==> config.mk <==
export PLATFORM = sky130hd
export DESIGN_NAME = telnet_iac_stream_filter_top
export DESIGN_NICKNAME = d
export VERILOG_FILES = /design/src/rtl/tisf_pkg.sv /design/src/rtl/telnet_iac_stream_filter_top.sv /design/src/rtl/tisf_parser.sv
export SDC_FILE = /design/constraint.sdc
export NUM_CORES = 1
export LEC_CHECK = 0
export ABC_AREA = 1
export BUFFER_PORTS_ARGS = -buffer_cell sky130_fd_sc_hd__buf_2
export CORE_MARGIN = 3
export CORE_UTILIZATION = 50
export CTS_BUF_LIST = sky130_fd_sc_hd__clkbuf_16
export CTS_CLUSTER_DIAMETER = 120
export DETAILED_ROUTE_END_ITERATION = 12
export PLACE_DENSITY = 0.79
export SLEW_MARGIN = 10
export SYNTH_ARGS = -nofsm -noshare
export SYNTH_HDL_FRONTEND = slang
export SYNTH_HIERARCHICAL = 1
export SYNTH_SLANG_ARGS = --single-unit
==> constraint.sdc <==
create_clock -name clk -period 2.5 [get_ports clk]
set_input_delay 0.5 -clock clk [delete_from_list [all_inputs] [get_ports clk]]
set_output_delay 0.5 -clock clk [all_outputs]
set_load 0.05 [all_outputs]
==> src/rtl/tisf_pkg.sv <==
// package: telnet filter byte codes, phases and parser result type
package tisf_pkg;

	localparam logic [7:0] B_IAC  = 8'd255;
	localparam logic [7:0] B_DONT = 8'd254;
	localparam logic [7:0] B_DO   = 8'd253;
	localparam logic [7:0] B_WONT = 8'd252;
	localparam logic [7:0] B_WILL = 8'd251;
	localparam logic [7:0] B_SB   = 8'd250;
	localparam logic [7:0] B_SE   = 8'd240;
	localparam logic [7:0] B_CR   = 8'd13;
	localparam logic [7:0] B_LF   = 8'd10;
	localparam logic [7:0] B_NUL  = 8'd0;

	localparam logic [7:0] ECHO_OPTION = 8'd1;
	localparam logic [7:0] OPT_NOGA    = 8'd3;
	localparam logic [7:0] OPT_WINDOW  = 8'd31;

	localparam logic [2:0] VALUE_FULL = 3'd4;

	typedef enum logic [2:0] {
		PH_PLAIN  = 3'd0,
		PH_CR     = 3'd1,
		PH_IAC    = 3'd2,
		PH_VERB   = 3'd3,
		PH_SBOPT  = 3'd4,
		PH_SBDATA = 3'd5
	} phase_t;

	typedef enum logic [1:0] {
		VERB_DO   = 2'd0,
		VERB_DONT = 2'd1,
		VERB_WILL = 2'd2,
		VERB_WONT = 2'd3
	} verb_t;

	typedef enum logic [1:0] {
		KIND_PROGRAM = 2'd0,
		KIND_REPLY   = 2'd1,
		KIND_WINDOW  = 2'd2
	} kind_t;

	// results produced by one received byte
	typedef struct packed {
		logic [1:0]  cnt;
		kind_t       kind;
		logic [7:0]  byte0;
		logic [7:0]  byte1;
		logic [7:0]  byte2;
		logic [15:0] cols;
		logic [15:0] rows;
	} result_t;

	function automatic logic [7:0] reply_code(verb_t verb, logic [7:0] opt);
		logic [7:0] r;
		case (verb)
			VERB_DO:   r = (opt == ECHO_OPTION || opt == OPT_NOGA) ? B_WILL : B_WONT;
			VERB_DONT: r = B_WONT;
			VERB_WILL: r = (opt == OPT_NOGA || opt == OPT_WINDOW) ? B_DO : B_DONT;
			default:   r = B_DONT;
		endcase
		return r;
	endfunction

endpackage

==> src/rtl/telnet_iac_stream_filter_top.sv <==
// top level: telnet receive filter with parser and result buffer
//
//   channel  | handshake          | payload
//   ---------+--------------------+-------------------------------------------------
//   rx       | rx_valid, rx_stall | rx_byte, end_of_buffer
//   res      | res_valid, res_stall | result_kind, out_byte, window_columns,
//            |                    | window_rows, last_of_run
//
// one received byte is taken per cycle unless stalled; its results sit in a three-slot
// result register and leave one per cycle unless res is stalled, so a negotiation reply
// stalls rx; the next byte is taken in the cycle the last result of the previous one
// leaves; reset returns the parser to plain data with an empty result register
// a stall on res holds the shown result and, once the last one is waiting, stalls rx
module telnet_iac_stream_filter_top (
	input  logic        clk,
	input  logic        arst_n,
	input  logic        rx_valid,
	output logic        rx_stall,
	input  logic [7:0]  rx_byte,
	input  logic        end_of_buffer,
	output logic        res_valid,
	input  logic        res_stall,
	output logic [1:0]  result_kind,
	output logic [7:0]  out_byte,
	output logic [15:0] window_columns,
	output logic [15:0] window_rows,
	output logic        last_of_run
);

	tisf_pkg::result_t res;
	logic              accept;
	logic              take;

	logic [1:0]        rem_q;
	tisf_pkg::kind_t   kind_q;
	logic [7:0]        byte0_q, byte1_q, byte2_q;
	logic [15:0]       cols_q, rows_q;
	logic              is_window;

	tisf_parser u_parser (
		.clk           (clk),
		.arst_n        (arst_n),
		.accept        (accept),
		.rx_byte       (rx_byte),
		.end_of_buffer (end_of_buffer),
		.res           (res)
	);

	assign take     = res_valid && !res_stall;
	assign rx_stall = (rem_q > 2'd1) || (rem_q == 2'd1 && res_stall);
	assign accept   = rx_valid && !rx_stall;

	always_ff @(posedge clk or negedge arst_n) begin
		if (!arst_n) begin
			rem_q <= '0;
		end else if (accept) begin
			rem_q <= res.cnt;
		end else if (take) begin
			rem_q <= rem_q - 2'd1;
		end
	end

	// result payload, shifted down as each result leaves
	always_ff @(posedge clk) begin
		if (accept) begin
			kind_q  <= res.kind;
			byte0_q <= res.byte0;
			byte1_q <= res.byte1;
			byte2_q <= res.byte2;
			cols_q  <= res.cols;
			rows_q  <= res.rows;
		end else if (take) begin
			byte0_q <= byte1_q;
			byte1_q <= byte2_q;
		end
	end

	assign is_window      = (kind_q == tisf_pkg::KIND_WINDOW);
	assign res_valid      = (rem_q != 2'd0);
	assign last_of_run    = (rem_q == 2'd1);
	assign result_kind    = kind_q;
	assign out_byte       = is_window ? 8'd0 : byte0_q;
	assign window_columns = is_window ? cols_q : 16'd0;
	assign window_rows    = is_window ? rows_q : 16'd0;

endmodule

==> src/rtl/tisf_parser.sv <==
// telnet byte parser: phase state, subnegotiation capture and result generation
module tisf_parser (
	input  logic                  clk,
	input  logic                  arst_n,
	input  logic                  accept,
	input  logic [7:0]            rx_byte,
	input  logic                  end_of_buffer,
	output tisf_pkg::result_t     res
);

	tisf_pkg::phase_t ph_q, ph_d;
	tisf_pkg::verb_t  verb_q, verb_d;
	logic             win_q, win_d;
	logic [2:0]       cnt_q, cnt_d;
	logic [31:0]      val_q, val_d;
	logic             iac_q, iac_d;

	logic             push1, push2;
	logic [7:0]       push1_byte;
	logic [2:0]       cnt1;
	logic [31:0]      val1;

	// next state
	always_comb begin
		ph_d       = ph_q;
		verb_d     = verb_q;
		win_d      = win_q;
		iac_d      = iac_q;
		push1      = 1'b0;
		push2      = 1'b0;
		push1_byte = rx_byte;
		case (ph_q)
			tisf_pkg::PH_CR: begin
				if (rx_byte == tisf_pkg::B_LF || rx_byte == tisf_pkg::B_NUL) begin
					ph_d = tisf_pkg::PH_PLAIN;
				end else if (rx_byte == tisf_pkg::B_CR) begin
					ph_d = tisf_pkg::PH_CR;
				end else if (rx_byte == tisf_pkg::B_IAC) begin
					ph_d = tisf_pkg::PH_IAC;
				end else begin
					ph_d = tisf_pkg::PH_PLAIN;
				end
			end
			tisf_pkg::PH_IAC: begin
				ph_d = tisf_pkg::PH_PLAIN;
				if (rx_byte inside {tisf_pkg::B_DO, tisf_pkg::B_DONT,
						tisf_pkg::B_WILL, tisf_pkg::B_WONT}) begin
					verb_d = (rx_byte == tisf_pkg::B_DO)   ? tisf_pkg::VERB_DO :
					         (rx_byte == tisf_pkg::B_DONT) ? tisf_pkg::VERB_DONT :
					         (rx_byte == tisf_pkg::B_WILL) ? tisf_pkg::VERB_WILL :
					                                         tisf_pkg::VERB_WONT;
					ph_d = tisf_pkg::PH_VERB;
				end else if (rx_byte == tisf_pkg::B_SB) begin
					win_d = 1'b0;
					iac_d = 1'b0;
					ph_d  = tisf_pkg::PH_SBOPT;
				end
			end
			tisf_pkg::PH_VERB: begin
				ph_d = tisf_pkg::PH_PLAIN;
			end
			tisf_pkg::PH_SBOPT: begin
				win_d = (rx_byte == tisf_pkg::OPT_WINDOW);
				iac_d = (rx_byte == tisf_pkg::B_IAC);
				ph_d  = tisf_pkg::PH_SBDATA;
			end
			tisf_pkg::PH_SBDATA: begin
				if (iac_q) begin
					iac_d = 1'b0;
					if (rx_byte == tisf_pkg::B_SE) begin
						ph_d = tisf_pkg::PH_PLAIN;
					end else if (rx_byte == tisf_pkg::B_IAC) begin
						push1 = 1'b1;
					end else begin
						// lone iac inside data counts as a value byte itself
						push1      = 1'b1;
						push1_byte = tisf_pkg::B_IAC;
						push2      = 1'b1;
					end
				end else if (rx_byte == tisf_pkg::B_IAC) begin
					iac_d = 1'b1;
				end else begin
					push1 = 1'b1;
				end
			end
			default: begin
				if (rx_byte == tisf_pkg::B_CR) begin
					ph_d = tisf_pkg::PH_CR;
				end else if (rx_byte == tisf_pkg::B_IAC) begin
					ph_d = tisf_pkg::PH_IAC;
				end else begin
					ph_d = tisf_pkg::PH_PLAIN;
				end
			end
		endcase
		if (end_of_buffer) begin
			ph_d  = tisf_pkg::PH_PLAIN;
			iac_d = 1'b0;
		end
	end

	// value capture, up to two bytes a step, saturating at four
	always_comb begin
		val1 = val_q;
		cnt1 = cnt_q;
		if (push1 && cnt_q < tisf_pkg::VALUE_FULL) begin
			val1 = {val_q[23:0], push1_byte};
			cnt1 = cnt_q + 3'd1;
		end
		val_d = val1;
		cnt_d = cnt1;
		if (push2 && cnt1 < tisf_pkg::VALUE_FULL) begin
			val_d = {val1[23:0], rx_byte};
			cnt_d = cnt1 + 3'd1;
		end
		if (ph_q == tisf_pkg::PH_IAC && rx_byte == tisf_pkg::B_SB) begin
			val_d = '0;
			cnt_d = '0;
		end
	end

	// results
	always_comb begin
		res       = '0;
		res.kind  = tisf_pkg::KIND_PROGRAM;
		res.byte0 = rx_byte;
		case (ph_q)
			tisf_pkg::PH_CR: begin
				if (rx_byte == tisf_pkg::B_CR) begin
					res.cnt   = 2'd1;
					res.byte0 = tisf_pkg::B_LF;
				end else if (rx_byte != tisf_pkg::B_LF && rx_byte != tisf_pkg::B_NUL &&
						rx_byte != tisf_pkg::B_IAC) begin
					res.cnt = 2'd1;
				end
			end
			tisf_pkg::PH_IAC: begin
				if (rx_byte == tisf_pkg::B_IAC) begin
					res.cnt = 2'd1;
				end
			end
			tisf_pkg::PH_VERB: begin
				res.cnt   = 2'd3;
				res.kind  = tisf_pkg::KIND_REPLY;
				res.byte0 = tisf_pkg::B_IAC;
				res.byte1 = tisf_pkg::reply_code(verb_q, rx_byte);
				res.byte2 = rx_byte;
			end
			tisf_pkg::PH_SBOPT: begin
				res.cnt = 2'd0;
			end
			tisf_pkg::PH_SBDATA: begin
				if (iac_q && rx_byte == tisf_pkg::B_SE && win_q &&
						cnt_q >= tisf_pkg::VALUE_FULL &&
						val_q[31:16] != 16'd0 && val_q[15:0] != 16'd0) begin
					res.cnt   = 2'd1;
					res.kind  = tisf_pkg::KIND_WINDOW;
					res.byte0 = 8'd0;
					res.cols  = val_q[31:16];
					res.rows  = val_q[15:0];
				end
			end
			default: begin
				if (rx_byte == tisf_pkg::B_CR) begin
					res.cnt   = 2'd1;
					res.byte0 = tisf_pkg::B_LF;
				end else if (rx_byte != tisf_pkg::B_IAC) begin
					res.cnt = 2'd1;
				end
			end
		endcase
	end

	always_ff @(posedge clk or negedge arst_n) begin
		if (!arst_n) begin
			ph_q   <= tisf_pkg::PH_PLAIN;
			verb_q <= tisf_pkg::VERB_DO;
			win_q  <= 1'b0;
			cnt_q  <= '0;
			val_q  <= '0;
			iac_q  <= 1'b0;
		end else if (accept) begin
			ph_q   <= ph_d;
			verb_q <= verb_d;
			win_q  <= win_d;
			cnt_q  <= cnt_d;
			val_q  <= val_d;
			iac_q  <= iac_d;
		end
	end

endmodule

==> impl_metrics.ini, run 1 <==
[run_status]
status = completed

[power_and_ir_drop]
p_per_area_nw_per_um2 = 878.8
p_leak_nw = 3.229
ir_worst_vdd_uv = 791.1
p_total_mw = 5.740

[die]
rows = 39
start_util = 0.5149
die_h_um = 114.7
design.core.area_um2 = 11470
dieArea_um2 = 13150
io_pins = 58
die_w_um = 114.7

[synth]
yosys.area.top_type = edfxtp_1
syn_area_per_cell_um2 = 7.609
yosysMostFrequentCell = nand2_1
syn_area_um2 = 5904
syn_nets = 797
netlist_instances = 776
synth_top_area_share = 0.2950
seq_area_frac_synth = 0.4815
synth_edf_count = 58
synth.area.top_cells = edfxtp_1 29%, dfrtp_1 19%, nand2_1 13%
yosys.cell_types.count = 37
ys_ff_latch = 102
synth_async_sr_flop_share = 0.4314
synthFlopType = edfxtp_1
synth_commonest_cells = 200 x nand2_1, 121 x nor2_1, 116 x inv_1
ys_warn_count = 6

[clock_network]
clockBufferDepth = 2
postCtsSetupRepairBufs = 0
ctsResizeCount = 0
cts_tree = built
root_buffer = clkbuf_16
cts_made_buffers = 9
clk_pin_slew_worst_paths_ns = 0.07
cts_max_level = 3
cts.sinks = 102
cts_hold_buf = 0
worstSkewPairLatency_ns = 0.35

[drt]
drc = 0
via_per_inst = 5.179
avgRoutedWirePerCell_um = 13.27
drtIter0Drc = 520
ant_nets = 0
vias = 5029
drt_wl_total_um = 12880
dr.pass1.iters = 6

[setup_path]
slowest_stage = edfxtp_1
crit_required_ns = 2.00
worstSetupStartpointType = flop
cp_top_family = buffers and inverters
path_buf_inv = 2
crit_arrival_ns = 1.71
endpoint_kind = primary output
path_cells = nor2_4 -> inv_2 -> nor2_1 -> buf_2
criticalPathCategory = flop to primary output
cp_max_fo = 32
cpPeakStageDelay_ns = 0.44

[sta]
rsz0062_at_grt = false
finalSetupTns_ns = 0
setup_violations = 0
period_share = 0.8841
finalHoldViolCount = 0
period_needed_ns = 2.210
maxSlewHeadroom = 0.5289
finalClockSkew_ns = 0.009756
worst_pin_slew_ns = 0.7067
slew_viol_final = 0
hold_ws_ns = 0.1946
fmax_mhz = 452.4

[cells_and_area]
nNetsFinal = 844
drive_gt1_frac = 0.1353
layout.cells.non_filler = 971
n_antenna_cell = 0
area_growth_pct = 10.62

[grt]
grt_max_degree = 59
antenna_found_initial = 0
grt_pass1_wl_um = 21420
grt_pass1_vias = 4489
track_usage = 0.2022
gr-total-overflow = 0

[flow_run]
max_cap_viol_count = 0

[placement]
placed_cells = 955
gp_congestion = 0.9107
dpl.hpwl_um = 9233
port_buffers = 57

[min_path]
min_path_type = primary input to asynchronous set/reset pin
==> stage by stage <==
step,utilization,setup slack (ns),cell area [µm²]
floorplan,-,0.01943,5907
global placement,0.5463,0.2543,6265
detailed placement,0.5463,0.2251,6265
CTS,0.5696,0.2492,6531
global route,0.5696,0.05215,6531
finish,0.5696,0.2897,6531
==> sequential cells by signal (all words and copies together), names as in the netlist <==
| signal | flops |
|---|---|
| byte0_q | 8 |
| byte1_q | 8 |
| byte2_q | 8 |
| cols_q | 16 |
| rem_q | 2 |
| result_kind | 2 |
| rows_q | 16 |
| u_parser/cnt_q | 3 |
| u_parser/iac_q | 1 |
| u_parser/ph_q | 3 |
| u_parser/val_q | 32 |
| u_parser/verb_q | 2 |
| u_parser/win_q | 1 |
==> logic make-up (layout without fill, tap and decap cells) <==
group | after synthesis | in the layout | synth area share
AND/OR/NAND/NOR | 456 | 456 | 0.3363
adder cells (fa/ha/maj) | 8 | 8 | 0.01695
flip-flops | 102 | 102 | 0.4815
multiplexers | 1 | 1 | 0.001695
AO/OA/AOI/OAI | 52 | 52 | 0.05023
buffers and inverters | 157 | 209 | 0.1134
==> cells in the final DEF (no fill, tap or decap), types with 2 or more instances in the layout <==
| cell type | instances |
|---|---|
| dfrtp_1 | 44 |
| nor2_4 | 4 |
| inv_1 | 116 |
| buf_4 | 14 |
| nor2_2 | 2 |
| ha_1 | 7 |
| nor3_1 | 3 |
| edfxtp_1 | 58 |
| o21ai_0 | 27 |
| nand2_1 | 200 |
| nand4_1 | 9 |
| nor2_1 | 121 |
| o21ai_1 | 6 |
| o31ai_1 | 3 |
| nand3_1 | 104 |
| a21oi_1 | 6 |
| clkbuf_16 | 9 |
| clkinv_2 | 3 |
| inv_2 | 6 |
| buf_2 | 57 |
| clkinv_4 | 2 |
| nand2_2 | 6 |
| o22ai_1 | 4 |
==> per-layer routing <==
layer | wire length (µm) | vias to the layer above | part of all wire | global-route usage
met5 | 0 | - | 0 | 0
li1 | - | 2552 | - | -
met2 | 5632 | 187 | 0.44 | 0.2988
met4 | 255 | 0 | 0.020 | 0.06492
met1 | 6051 | 2274 | 0.47 | 0.2994
met3 | 943 | 16 | 0.073 | 0.03964
==> worst reg2reg max path, delay by kind of cell (launching register included) <==
family                 cells  cell delay, ns
buffers and inverters      3            0.56
flip-flops                 1            0.45
AND/OR/NAND/NOR            6            1.01
==> report_power, final <==
| group | switching (mW) | internal [mW] | leakage (nW) |
|---|---|---|---|
| clock network | 0.611 | 0.667 | 0.133 |
| registers | 0.179 | 2.27 | 1.18 |
| logic | 1.55 | 0.469 | 1.91 |
| total | 2.34 | 3.40 | 3.23 |
==> worst paths after layout <==
check                                                  to                      startpoint  slack (ns)  cells past startpoint
setup / recovery                        window_columns[5]        result_kind[0]$_DFFE_PP_        0.29                      4
hold / removal             u_parser/verb_q[1]$_DFFE_PN0P_                          arst_n        0.19                      1
setup reg to reg                     byte0_q[1]$_DFFE_PP_    u_parser/ph_q[2]$_DFFE_PN0P_        0.37                      9
hold reg to reg            u_parser/val_q[26]$_DFFE_PN0P_  u_parser/val_q[26]$_DFFE_PN0P_        0.49                      2
max in group asynchronous  u_parser/val_q[12]$_DFFE_PN0P_                          arst_n        1.69                      2
min in group clk             u_parser/ph_q[2]$_DFFE_PN0P_                   end_of_buffer        0.47                      4
==> cell type report <==
type,count,area [µm²]
fillers,1055,4936
flip-flops and latches,102,2843
multi-input cells,517,2395
inverters,122,457.9
repair buffers,71,390.4
clock buffers,9,225.2
well taps,143,178.9
clock inverters,7,41.29
Power figures use the tool's default switching activity.
==> inputs of run 2 (changes only) <==
--- a/config.mk
+++ b/config.mk
@@ -5,16 +5,14 @@
 export SDC_FILE = /design/constraint.sdc
 export NUM_CORES = 1
 export LEC_CHECK = 0
-export ABC_AREA = 1
 export BUFFER_PORTS_ARGS = -buffer_cell sky130_fd_sc_hd__buf_2
 export CORE_MARGIN = 3
 export CORE_UTILIZATION = 50
 export CTS_BUF_LIST = sky130_fd_sc_hd__clkbuf_16
 export CTS_CLUSTER_DIAMETER = 120
 export DETAILED_ROUTE_END_ITERATION = 12
-export PLACE_DENSITY = 0.79
+export PLACE_DENSITY = 0.8
 export SLEW_MARGIN = 10
 export SYNTH_ARGS = -nofsm -noshare
 export SYNTH_HDL_FRONTEND = slang
-export SYNTH_HIERARCHICAL = 1
 export SYNTH_SLANG_ARGS = --single-unit
==> impl_metrics.ini, run 2 <==
[clock_network]
ctsResizeCount = 0
worstSkewPairLatency_ns = 0.34
root_buffer = clkbuf_16
cts.sinks = 102
clockBufferDepth = 2
cts_made_buffers = 9
cts_tree = built
cts_hold_buf = 0
postCtsSetupRepairBufs = 0
clk_pin_slew_worst_paths_ns = 0.07
cts_max_level = 3

[synth]
synth.area.top_cells = edfxtp_1 33%, dfrtp_1 21%, and2_1 8.6%
ys_ff_latch = 102
syn_area_um2 = 5210
yosys.cell_types.count = 54
yosys.area.top_type = edfxtp_1
synth_edf_count = 58
seq_area_frac_synth = 0.5456
synth_commonest_cells = 72 x and2_1, 58 x edfxtp_1, 44 x dfrtp_1
yosysMostFrequentCell = and2_1
synth_async_sr_flop_share = 0.4314
ys_warn_count = 0
syn_nets = 491
syn_area_per_cell_um2 = 11.06
synth_top_area_share = 0.3343
synthFlopType = edfxtp_1
netlist_instances = 471

[placement]
port_buffers = 57
dpl.hpwl_um = 8126
pre_cts_slack_ns = -0.08513
gp_congestion = 0.8836

[sta]
fin_ws_ns = 0.2613
slew_viol_final = 0
finalSetupTns_ns = 0
finalHoldViolCount = 0
period_needed_ns = 2.239
maxSlewHeadroom = 0.4411
fmax_mhz = 446.7
worst_pin_slew_ns = 0.8382
period_share = 0.8955
finalClockSkew_ns = 0.005926
setup_violations = 0
rsz0062_at_grt = false

[grt]
gr-total-overflow = 0
grt_pass1_vias = 3775
antenna_found_initial = 0
grt_max_degree = 51
track_usage = 0.2086
grt_pass1_wl_um = 19130

[setup_path]
worstSetupStartpointType = primary input
rr_worst_depth = 8
endpoint_kind = flop
r2r_slack_ns = 0.29
cp_max_fo = 3
crit_required_ns = 2.73
criticalPathCategory = primary input to flop
crit_arrival_ns = 2.47

[cells_and_area]
regMostFlops = u_parser.val_q
area_growth_pct = 15.27
mostFrequentLayoutCell = and2_1
largest_reg_flops = 32
drive_gt1_frac = 0.2096
nFillCells = 796
nNetsFinal = 554
n_antenna_cell = 0
largest_registers = u_parser.val_q: 32 flops, cols_q: 16 flops, rows_q: 16 flops
most-common-layout-cells = 72 x and2_1, 58 x edfxtp_1, 57 x buf_2
final_util = 0.6033

[die]
io_pins = 58
rows = 36
dieArea_um2 = 11680
start_util = 0.5234
die_h_um = 108.1
design.core.area_um2 = 9955
die_w_um = 108.1

[flow_run]
max_cap_viol_count = 0

[min_path]
min_path_type = primary input to asynchronous set/reset pin

[drt]
drtIter0Drc = 357
ant_nets = 0
drc = 0
avgRoutedWirePerCell_um = 17.30
vias = 3957
drt_wl_total_um = 11620
dr.pass1.iters = 5
via_per_inst = 5.888

[power_and_ir_drop]
p_per_area_nw_per_um2 = 818.2
p_leak_nw = 2.523
ir_worst_vdd_uv = 390.6
p_total_mw = 4.914

[run_status]
status = completed
==> run 2: final timing paths <==
kind                                      start                        endpoint
setup / recovery                     rx_byte[1]   u_parser.cnt_q[1]$_DFFE_PN0P_
hold / removal                           arst_n            rem_q[1]$_DFFE_PN0P_
setup reg to reg           rem_q[1]$_DFFE_PN0P_  u_parser.val_q[16]$_DFFE_PN0P_
hold reg to reg            byte1_q[3]$_DFFE_PP_            byte0_q[3]$_DFFE_PP_
max in group asynchronous                arst_n   u_parser.val_q[3]$_DFFE_PN0P_
min in group clk                  end_of_buffer    u_parser.ph_q[2]$_DFFE_PN0P_
==> run 2: cell type report <==
class | instances | area, µm² | area share
Sequential cell | 102 | 2843 | 0.4733
Multi-Input combinational cell | 323 | 2166 | 0.3606
Timing Repair Buffer | 87 | 510.5 | 0.08500
Clock buffer | 10 | 250.2 | 0.04167
Tap cell | 133 | 166.4 | 0.02771
Inverter | 11 | 41.29 | 0.006875
Clock inverter | 6 | 28.78 | 0.004792
==> run 2: metrics by stage <==
stage / cells / hold WS, ns / area, µm²
6_report: 672 / 0.1548 / 6006
5_1_grt: 672 / 0.2105 / 6006
4_1_cts: 672 / 0.1729 / 6006
3_5_place_dp: 656 / 0.5029 / 5727
3_3_place_gp: 656 / 0.4955 / 5727
2_1_floorplan: 471 / 0.2044 / 5218
==> run 2: worst max-delay path: stages <==
cell     delay [ns]
buf_2          0.12
or4_4          0.55
mux2i_4        0.18
a21oi_2        0.10
mux2_4         0.32
ha_1           0.29
a32o_1         0.23
a21o_1         0.17
==> run 2: cells by family (layout without fill, tap and decap cells) <==
| group | Yosys count | in the layout | share of synthesized area |
|---|---|---|---|
| AO/OA/AOI/OAI | 105 | 105 | 0.1383 |
| buffers and inverters | 46 | 114 | 0.04155 |
| flip-flops | 102 | 102 | 0.5456 |
| multiplexers | 22 | 22 | 0.04587 |
| adder cells (fa/ha/maj) | 7 | 7 | 0.01681 |
| AND/OR/NAND/NOR | 184 | 184 | 0.2034 |
| XOR/XNOR | 5 | 5 | 0.008407 |
==> run 2: report_power, final <==
group	switching, mW	internal [mW]
Sequential	0.0797	2.12
Clock	0.593	0.724
Combinational	1.04	0.356
==> run 2: per-layer routing <==
metal,up-vias,routed length [µm],GRT usage
li1,1844,-,-
met1,1915,5025,0.2898
met2,171,5624,0.3348
met3,27,705,0.02448
met4,0,267,0.08656
met5,-,0,0
==> inputs of run 3 (changes only) <==
--- a/config.mk
+++ b/config.mk
@@ -5,13 +5,14 @@
 export SDC_FILE = /design/constraint.sdc
 export NUM_CORES = 1
 export LEC_CHECK = 0
+export ABC_AREA = 1
 export BUFFER_PORTS_ARGS = -buffer_cell sky130_fd_sc_hd__buf_2
 export CORE_MARGIN = 3
 export CORE_UTILIZATION = 50
 export CTS_BUF_LIST = sky130_fd_sc_hd__clkbuf_16
 export CTS_CLUSTER_DIAMETER = 120
 export DETAILED_ROUTE_END_ITERATION = 12
-export PLACE_DENSITY = 0.8
+export PLACE_DENSITY = 0.79
 export SLEW_MARGIN = 10
 export SYNTH_ARGS = -nofsm -noshare
 export SYNTH_HDL_FRONTEND = slang
==> impl_metrics.ini, run 3 <==
[synth]
yosysMostFrequentCell = nor2_1
yosys.area.top_type = edfxtp_1
syn_area_per_cell_um2 = 7.915
syn_area_um2 = 5564
synthFlopType = edfxtp_1
synth_async_sr_flop_share = 0.4314
seq_area_frac_synth = 0.5109
syn_nets = 723
ys_ff_latch = 102
netlist_instances = 703
synth_top_area_share = 0.3130
synth_edf_count = 58
ys_warn_count = 0
synth.area.top_cells = edfxtp_1 31%, dfrtp_1 20%, nor2_1 9.0%
yosys.cell_types.count = 35
synth_commonest_cells = 133 x nor2_1, 131 x nand2_1, 114 x inv_1

[die]
io_pins = 58
rows = 37
dieArea_um2 = 12430
die_w_um = 111.5
start_util = 0.5271
die_h_um = 111.5
design.core.area_um2 = 10560

[clock_network]
cts_max_level = 3
cts_made_buffers = 9
cts_hold_buf = 0
cts.sinks = 102
cts_tree = built
clk_pin_slew_worst_paths_ns = 0.07
clockBufferDepth = 2
root_buffer = clkbuf_16
worstSkewPairLatency_ns = 0.35

[cells_and_area]
area_growth_pct = 13.81
most-common-layout-cells = 132 x nor2_1, 130 x nand2_1, 113 x inv_1
nNetsFinal = 781
layout.cells.non_filler = 902
regMostFlops = u_parser.val_q
mostFrequentLayoutCell = nor2_1
drive_gt1_frac = 0.1619
largest_registers = u_parser.val_q: 32 flops, cols_q: 16 flops, rows_q: 16 flops
largest_reg_flops = 32
n_antenna_cell = 0

[placement]
placed_cells = 882
gp_congestion = 0.9290
port_buffers = 57
dpl.hpwl_um = 9724

[drt]
drc = 0
dr.pass1.iters = 5
ant_nets = 0
avgRoutedWirePerCell_um = 15.31
via_per_inst = 5.410
drt_wl_total_um = 13810
drtIter0Drc = 418
vias = 4880

[setup_path]
r2r_slack_ns = 0.23
cp_top_family = buffers and inverters
path_buf_inv = 3
endpoint_kind = primary output
cpPeakStageDelay_ns = 0.43
path_cells = nor2_4 -> clkinvlp_4 -> buf_4 -> nor2_1 -> buf_2
crit_arrival_ns = 1.84
worstSetupStartpointType = flop
criticalPathCategory = flop to primary output
slowest_stage = edfxtp_1
crit_required_ns = 2.00
cp_max_fo = 16

[grt]
grt_pass1_wl_um = 22880
track_usage = 0.2253
gr-total-overflow = 0
met1_usage = 0.3088
met2_usage = 0.3715
grt_pass1_vias = 4662
antenna_found_initial = 0
grt_max_degree = 51
grt.met3_usage = 0.04402
top_usage_layer = met2

[sta]
setup_violations = 0
hold_ws_ns = 0.2492
worst_pin_slew_ns = 0.6175
finalClockSkew_ns = 0.01027
fmax_mhz = 427.3
maxSlewHeadroom = 0.5883
period_needed_ns = 2.340
slew_viol_final = 0
period_share = 0.9360
finalHoldViolCount = 0
rsz0062_at_grt = false

[power_and_ir_drop]
p_total_mw = 6.290
switchingPower_mw = 2.627
ir_worst_vdd_uv = 604.5
p_leak_nw = 3.029
pwr-share-comb = 0.361
p_per_area_nw_per_um2 = 993.3
swShare = 0.4176
p_int_mw = 3.663
clkPwrFrac = 0.220
pwr-share-seq = 0.418

[flow_run]
max_cap_viol_count = 0

[run_status]
status = completed

[min_path]
min_path_type = primary input to asynchronous set/reset pin
==> run 3: area by class of cell <==
cell class | instances | area (µm²)
fillers | 934 | 4223
flip-flops and latches | 102 | 2843
multi-input cells | 455 | 2156
inverters | 120 | 454.2
repair buffers | 72 | 410.4
clock buffers | 9 | 225.2
well taps | 136 | 170.2
clock inverters | 7 | 66.31
repair inverters | 1 | 7.507
==> run 3: metrics by stage <==
stage | util | setup TNS [ns] | worst slack (ns) | cell area (µm²)
global placement | 0.5684 | 0 | 0.1438 | 6000
finish | 0.5999 | 0 | 0.1599 | 6332
CTS | 0.5985 | 0 | 0.04729 | 6317
floorplan | - | -1.891 | -0.06305 | 5574
global route | 0.5999 | 0 | 0.03946 | 6332
detailed placement | 0.5684 | -0.003600 | -0.003600 | 6000
==> run 3: per-layer routing <==
| layer | share of wire | vias up |
|---|---|---|
| met5 | 0 | - |
| met4 | 0.014 | 0 |
| met1 | 0.43 | 2331 |
| met2 | 0.49 | 180 |
| met3 | 0.066 | 16 |
| li1 | - | 2353 |
==> run 3: cells by family after synthesis <==
family | after synthesis | share of synthesized area
mux | 1 | 0.001799
simple gates | 342 | 0.2631
fa+ha+maj | 7 | 0.01574
buf+inv | 146 | 0.1055
flops | 102 | 0.5109
compound gates | 105 | 0.1030
==> run 3: repair_timing <==
action,CTS,global route
setup endpoints to repair,32,16
resized for setup,4,0
buffers inserted,1,2
cloned,1,0
hold endpoints to repair,0,0
==> run 3: final timing paths <==
kind / startpoint / to / cells past startpoint
max in group asynchronous: arst_n / u_parser.val_q[3]$_DFFE_PN0P_ / 2
min in group clk: end_of_buffer / u_parser.ph_q[0]$_DFFE_PN0P_ / 4
setup / recovery: result_kind[0]$_DFFE_PP_ / window_rows[7] / 5
setup reg to reg: rem_q[1]$_DFFE_PN0P_ / u_parser.val_q[25]$_DFFE_PN0P_ / 10
hold / removal: arst_n / u_parser.verb_q[0]$_DFFE_PN0P_ / 2
hold reg to reg: u_parser.win_q$_DFFE_PN0P_ / u_parser.win_q$_DFFE_PN0P_ / 2
==> run 3: power by group through the flow <==
stage | clock network [mW] | registers [mW] | logic, mW
2_1_floorplan | 0 | 2.60 | 1.70
3_3_place_gp | 0 | 2.62 | 2.17
3_5_place_dp | 0 | 2.65 | 2.24
4_1_cts | 1.39 | 2.62 | 2.27
5_1_grt | 1.46 | 2.69 | 2.53
6_report | 1.39 | 2.63 | 2.27
